## config.mk

```make
export PLATFORM = sky130hd
export DESIGN_NAME = motor_command_crc_framer
export DESIGN_NICKNAME = d
export VERILOG_FILES = /design/src/rtl/mccf_pkg.sv /design/src/rtl/motor_command_crc_framer.sv /design/src/rtl/mccf_crc_unit.sv
export SDC_FILE = /design/constraint.sdc
export NUM_CORES = 1
export LEC_CHECK = 0
export ABC_AREA = 1
export CORE_UTILIZATION = 55
export CTS_CLUSTER_DIAMETER = 60
export DETAILED_ROUTE_END_ITERATION = 10
export DONT_BUFFER_PORTS = 1
export PLACE_DENSITY_LB_ADDON = 0.08
export SLEW_MARGIN = 20
export SYNTH_ARGS = -nofsm -noshare
export SYNTH_HDL_FRONTEND = slang
export SYNTH_HIERARCHICAL = 1
export SYNTH_SLANG_ARGS = --single-unit
```

## constraint.sdc

```tcl
create_clock -name clk -period 6.4 [get_ports clk]
set_input_delay 0.32 -clock clk [delete_from_list [all_inputs] [get_ports clk]]
set_output_delay 0.32 -clock clk [all_outputs]
set_load 0.01 [all_outputs]
```

## src/rtl/mccf_pkg.sv

```systemverilog
// Motor command CRC framer: shared constants, CRC control struct.
// No dependencies; used by mccf_crc_unit and motor_command_crc_framer.
`default_nettype none
package mccf_pkg;

	localparam int unsigned MAX_DATA   = 4;
	localparam int unsigned DATA_LIMIT = (MAX_DATA < 4) ? MAX_DATA : 4;
	localparam int unsigned CRC_W      = 14;

	localparam logic [7:0]       ADDR_OFFSET = 8'd112;
	localparam logic [7:0]       SET_CMD     = 8'd40;
	localparam logic [7:0]       ADDR_RESET  = 8'd16;
	localparam logic [6:0]       CRC7_MASK   = 7'h7f;
	localparam logic [CRC_W-1:0] CRC7_INIT   = 14'h007f;
	localparam logic [CRC_W-1:0] CRC7_POLY   = 14'h0076;
	localparam logic [CRC_W-1:0] CRC14_INIT  = 14'h3fff;
	localparam logic [CRC_W-1:0] CRC14_POLY  = 14'h22f0;
	localparam logic [CRC_W-1:0] CRC14_XOR   = 14'h3fff;

	typedef struct packed {
		logic init;
		logic update;
		logic wide;
	} crc_ctrl_t;

endpackage
`default_nettype wire

```

## src/rtl/motor_command_crc_framer.sv

```systemverilog
// Motor command framer top level: sequencer, output register, address register.
// Depends on mccf_pkg and mccf_crc_unit.
//
// One request becomes a packet of 4 bytes (no data) or 6 + n bytes (n data
// bytes, set mode n = 4), one beat per byte, at most 10. A byte sequencer
// drives a shared CRC unit that folds in one byte per cycle unless the
// output stalls, first over the header for the CRC-7, then over the data
// for the CRC-14. After the accept cycle the packet streams at one byte per
// cycle when out_ready stays high; in_ready returns as soon as the final
// byte enters the output register. Configuration writes take effect at
// once and are meant for idle time only.
`default_nettype none
module motor_command_crc_framer (
	input  wire logic        clk,
	input  wire logic        arst_n,
	input  wire logic        cfg_we,
	input  wire logic [7:0]  cfg_wdata,
	input  wire logic        in_valid,
	output logic             in_ready,
	input  wire logic        mode,
	input  wire logic [7:0]  command,
	input  wire logic [7:0]  value_byte,
	input  wire logic [2:0]  data_count,
	input  wire logic [7:0]  data0,
	input  wire logic [7:0]  data1,
	input  wire logic [7:0]  data2,
	input  wire logic [7:0]  data3,
	input  wire logic signed [14:0] set_value,
	output logic             out_valid,
	input  wire logic        out_ready,
	output logic [7:0]       out_byte,
	output logic             last
);

	typedef enum logic [2:0] {
		S_IDLE,
		S_HDR,
		S_CMD,
		S_VAL,
		S_CRC7,
		S_DATA,
		S_LO,
		S_HI
	} state_t;

	state_t                     state_q;
	logic [7:0]                 addr_q;
	logic [7:0]                 cmd_q;
	logic [7:0]                 val_q;
	logic [7:0]                 data_q [4];
	logic [2:0]                 cnt_q;
	logic                       out_valid_q;
	logic [7:0]                 out_byte_q;
	logic                       last_q;

	logic                       accept;
	logic                       advance;
	logic [7:0]                 emit_byte;
	logic                       emit_last;
	mccf_pkg::crc_ctrl_t        crc_ctrl;
	logic [mccf_pkg::CRC_W-1:0] crc;
	logic [mccf_pkg::CRC_W-1:0] crc14_final;
	logic                       neg;
	logic [13:0]                mag;
	logic [2:0]                 n_in;

	assign in_ready = (state_q == S_IDLE);
	assign accept   = in_valid && in_ready;
	assign advance  = (state_q != S_IDLE) && (!out_valid_q || out_ready);

	assign neg         = set_value[14];
	assign mag         = neg ? (14'd0 - set_value[13:0]) : set_value[13:0];
	assign n_in        = (data_count > 3'(mccf_pkg::DATA_LIMIT)) ?
	                     3'(mccf_pkg::DATA_LIMIT) : data_count;
	assign crc14_final = crc ^ mccf_pkg::CRC14_XOR;
	assign emit_last   = (state_q == S_HI) || ((state_q == S_CRC7) && (cnt_q == 3'd0));

	always_comb begin
		case (state_q)
			S_HDR:   emit_byte = addr_q + mccf_pkg::ADDR_OFFSET;
			S_CMD:   emit_byte = cmd_q;
			S_VAL:   emit_byte = val_q;
			S_CRC7:  emit_byte = {1'b0, crc[6:0] ^ mccf_pkg::CRC7_MASK};
			S_DATA:  emit_byte = data_q[0];
			S_LO:    emit_byte = {1'b0, crc14_final[6:0]};
			S_HI:    emit_byte = {1'b0, crc14_final[13:7]};
			default: emit_byte = 8'd0;
		endcase
	end

	always_comb begin
		crc_ctrl = '0;
		case (state_q)
			S_IDLE: begin
				crc_ctrl.init = accept;
			end
			S_HDR, S_CMD, S_VAL: begin
				crc_ctrl.update = advance;
			end
			S_CRC7: begin
				crc_ctrl.init = advance;
				crc_ctrl.wide = 1'b1;
			end
			S_DATA: begin
				crc_ctrl.update = advance;
				crc_ctrl.wide   = 1'b1;
			end
			default: begin
				crc_ctrl.wide = 1'b1;
			end
		endcase
	end

	mccf_crc_unit u_crc (
		.clk    (clk),
		.arst_n (arst_n),
		.ctrl   (crc_ctrl),
		.data   (emit_byte),
		.crc    (crc)
	);

	always_ff @(posedge clk or negedge arst_n) begin
		if (!arst_n) begin
			addr_q <= mccf_pkg::ADDR_RESET;
		end else if (cfg_we) begin
			addr_q <= cfg_wdata;
		end
	end

	always_ff @(posedge clk or negedge arst_n) begin
		if (!arst_n) begin
			state_q     <= S_IDLE;
			cmd_q       <= '0;
			val_q       <= '0;
			cnt_q       <= '0;
			out_valid_q <= 1'b0;
			out_byte_q  <= '0;
			last_q      <= 1'b0;
			for (int i = 0; i < 4; i++) begin
				data_q[i] <= '0;
			end
		end else begin
			if (advance) begin
				out_valid_q <= 1'b1;
				out_byte_q  <= emit_byte;
				last_q      <= emit_last;
			end else if (out_ready) begin
				out_valid_q <= 1'b0;
			end
			case (state_q)
				S_IDLE: begin
					if (accept) begin
						state_q <= S_HDR;
						if (mode) begin
							cmd_q     <= mccf_pkg::SET_CMD;
							val_q     <= value_byte + {7'd0, neg};
							cnt_q     <= 3'd4;
							data_q[0] <= {1'b0, mag[6:0]};
							data_q[1] <= {1'b0, mag[13:7]};
						end else begin
							cmd_q     <= command;
							val_q     <= value_byte;
							cnt_q     <= n_in;
							data_q[0] <= data0;
							data_q[1] <= data1;
						end
						data_q[2] <= data2;
						data_q[3] <= data3;
					end
				end
				S_HDR: if (advance) state_q <= S_CMD;
				S_CMD: if (advance) state_q <= S_VAL;
				S_VAL: if (advance) state_q <= S_CRC7;
				S_CRC7: begin
					if (advance) begin
						if (cnt_q == 3'd0) begin
							state_q <= S_IDLE;
						end else begin
							state_q <= S_DATA;
						end
					end
				end
				S_DATA: begin
					if (advance) begin
						for (int i = 0; i < 3; i++) begin
							data_q[i] <= data_q[i+1];
						end
						cnt_q <= cnt_q - 3'd1;
						if (cnt_q == 3'd1) begin
							state_q <= S_LO;
						end
					end
				end
				S_LO: if (advance) state_q <= S_HI;
				S_HI: begin
					if (advance) begin
						state_q <= S_IDLE;
					end
				end
				default: state_q <= S_IDLE;
			endcase
		end
	end

	assign out_valid = out_valid_q;
	assign out_byte  = out_byte_q;
	assign last      = last_q;

endmodule
`default_nettype wire

```

## src/rtl/mccf_crc_unit.sv

```systemverilog
// Shared reflected CRC register, one byte per cycle with update set, CRC-7 or CRC-14 polynomial.
// Depends on mccf_pkg.
`default_nettype none
module mccf_crc_unit (
	input  wire logic                        clk,
	input  wire logic                        arst_n,
	input  wire mccf_pkg::crc_ctrl_t         ctrl,
	input  wire logic [7:0]                  data,
	output logic      [mccf_pkg::CRC_W-1:0]  crc
);

	logic [mccf_pkg::CRC_W-1:0] crc_q;
	logic [mccf_pkg::CRC_W-1:0] crc_next;

	always_comb begin
		logic [mccf_pkg::CRC_W-1:0] c;
		logic [mccf_pkg::CRC_W-1:0] poly;
		poly = ctrl.wide ? mccf_pkg::CRC14_POLY : mccf_pkg::CRC7_POLY;
		c = crc_q ^ {{(mccf_pkg::CRC_W-8){1'b0}}, data};
		for (int b = 0; b < 8; b++) begin
			if (c[0]) begin
				c = (c >> 1) ^ poly;
			end else begin
				c = c >> 1;
			end
		end
		crc_next = c;
	end

	always_ff @(posedge clk or negedge arst_n) begin
		if (!arst_n) begin
			crc_q <= mccf_pkg::CRC7_INIT;
		end else if (ctrl.init) begin
			crc_q <= ctrl.wide ? mccf_pkg::CRC14_INIT : mccf_pkg::CRC7_INIT;
		end else if (ctrl.update) begin
			crc_q <= crc_next;
		end
	end

	assign crc = crc_q;

endmodule
`default_nettype wire
```

==> results_dict.tcl <==
set metrics [dict create \
    cp-endpoint "u_crc/crc[0]" \
    tritoncts "done" \
    yosys_warnings 6 \
    finalCoreUtilization 0.603 \
    initialDrtViolationCount 301 \
    r2r_end "u_crc/crc[0]" \
    hold_path.class "in -> reg" \
    cp_slowest_cell "dfrtp_1" \
    coreArea_um2 10500 \
    die_x_um 107 \
    cts_sinks 86 \
    seq_area_um2 2160 \
    cts.path.max_buffers 2 \
    critPathTopFamily "simple AND/OR/NAND/NOR gates" \
    dp.cells 936 \
    hold_ws_ps 19.7 \
    insertion_delay_ps 360 \
    ys_async_sr_fraction 1.00 \
    slowest_delay_ps 450 \
    rsz0062_at_grt "no" \
    slew_violations 0 \
    grt_pass1_wl_um 26200 \
    gp_congestion 0.926 \
    port_buffers 0 \
    fp.dieArea_um2 11400 \
    grt_pass1_vias 5351 \
    post_cts_buffers 0 \
    yosys.cell_count.top_type "nand2_1" \
    place_hpwl_um 11800 \
    cp_max_fo 39 \
    synth_cell_types 58 \
    ant_nets 0 \
    synth_edf_count 0 \
    ys_ff_latch 86 \
    initial_core_util 0.577 \
    cp_num_buf_inv 6 \
    syn_to_final_growth_pct 4.65 \
    cp-end-kind "register" \
    fin_skew_ps 14.5 \
    via_per_inst 5.66 \
    drtPass1Iterations 5 \
    final.setup.tns_ps 0 \
    cts.repair.resized 0 \
    critical_path.startpoint "state_q[1]" \
    syn_nets 918 \
    finalCritPeriodShare 0.617 \
    synth_area_per_cell_um2 7.32 \
    drc 0 \
    cp-start-kind "register" \
    routed-via-count 5404 \
    io_pins 91 \
    diodes 0 \
    synth_top_area_cell "dfrtp_1" \
    clk_pin_slew_ps 100 \
    setup_viol_count_final 0 \
    synth_cells 824 \
    ys.flop_type "dfrtp_1" \
    fin_crit_ps 3950 \
    tightest_slew_ps 680 \
    wire_per_inst_um 16.5 \
    cp_common_cell "nand2_1" \
    grt-ovfl-total 0 \
    wl_um 15700 \
    rr_worst_depth 26 \
    cts_root_buf "clkbuf_8" \
    grt.total_usage 0.296 \
    row_count 37 \
    fp.dieH_um 107 \
    seq_area_frac_synth 0.358 \
    hold_viol 0 \
    clock.fmax_mhz 253 \
    regToRegSetupSlack_ps 2450 \
    fin_nets 907 \
    drive_gt1_frac 0.120 \
    synthTopCellsByCount "nand2_1, nor2_1, dfrtp_1" \
    drv_cap 0 \
    crit_type "reg -> reg" \
    r2r_start "state_q[1]" \
    synth_top_area_frac 0.324 \
    fin_cells 954 \
    outcome "completed" \
    postCtsHoldBufs 2 \
    critPathArrivalTime_ps 4240 \
    cp.required_ps 6690 \
    numCtsBuffers 9 \
    path_depth 26 \
    multi_input_area_um2 3370 \
    antenna_found_initial 0 \
    syn_area_um2 6030 \
    yosys-top-cells-area "dfrtp_1, nand2_1, nor2_1" \
    grt_max_degree 87 \
    fillers 1001 \
    relSlewSlack 0.542 \
    htreeDepth 3 \
]
## layer usage
| layer | up-vias | wire [µm] | GRT usage |
|---|---|---|---|
| met5 | - | 0 | 0 |
| met4 | 0 | 359 | 0.101 |
| met3 | 24 | 905 | 0.0608 |
| met2 | 147 | 7600 | 0.499 |
| met1 | 2566 | 6870 | 0.377 |
| li1 | 2667 | - | - |
## final cells by class
class | count | share of cell area
tap | 136 | 0.0270
multi-input combinational | 624 | 0.533
clock inverter | 7 | 0.0163
timing repair buffer | 3 | 0.00713
sequential | 86 | 0.342
inverter | 89 | 0.0545
clock buffer | 9 | 0.0196
## per-stage QoR
step                      instance area (µm²)  worst slack, ps
after floorplan                          6030             2890
after global placement                   6050             2670
after detailed placement                 6050             2500
after CTS                                6310             2470
after global routing                     6310             2030
final                                    6310             2450
## worst min-delay path by stage
stage,start,end,slack (ps),cells past startpoint
after global routing,cfg_we,addr_q[4],1,1
after floorplan,arst_n,addr_q[0],20,0
final,cfg_we,addr_q[4],20,1
after global placement,arst_n,out_byte[3],30,0
after CTS,cfg_we,addr_q[4],10,1
after detailed placement,arst_n,out_byte[3],30,0
## state kept, by name, summed over array words and instances, names as in the netlist
register and cells:
addr_q 8, cmd_q 8, cnt_q 3, data_q 32, last 1, out_byte 8
out_valid 1, state_q 3, u_crc/crc 14, val_q 8
## kinds of logic (layout without fill, tap and decap cells)
kind of cell,Yosys count,in the layout,synth area share
flip-flops,86,86,0.358
XOR/XNOR,30,30,0.0491
buffers and inverters,114,108,0.0848
multiplexers,2,2,0.00373
AO/OA/AOI/OAI,132,132,0.138
adder cells (fa/ha/maj),14,14,0.0290
AND/OR/NAND/NOR,446,446,0.337
## placed cells by master, fill, tap and decap left out, drive strengths merged, types with 2 or more instances in the layout
cell type  netlist  layout
a31oi            3       3
clkinv           1       2
o221ai           2       2
mux2             2       2
nand4            5       5
nand3           70      70
dfstp            8       8
xnor2            4       4
dfrtp           78      78
o31ai            3       3
o2111ai          4       4
nand2          263     263
bufinv           0       2
xor2            26      26
buf             21       2
or2              4       4
clkbuf           4       9
nor3             2       2
o22ai            4       4
nor2            95      95
ha              14      14
a21oi           28      28
nor4             2       2
o22a             2       2
a22oi            3       3
o21ai           61      61
o211ai           9       9
inv             88      92
a221oi           8       8
nand3b           3       3
Power is not shown: default switching activity piles up to over one toggle a cycle in this logic, so the estimate is an artifact.
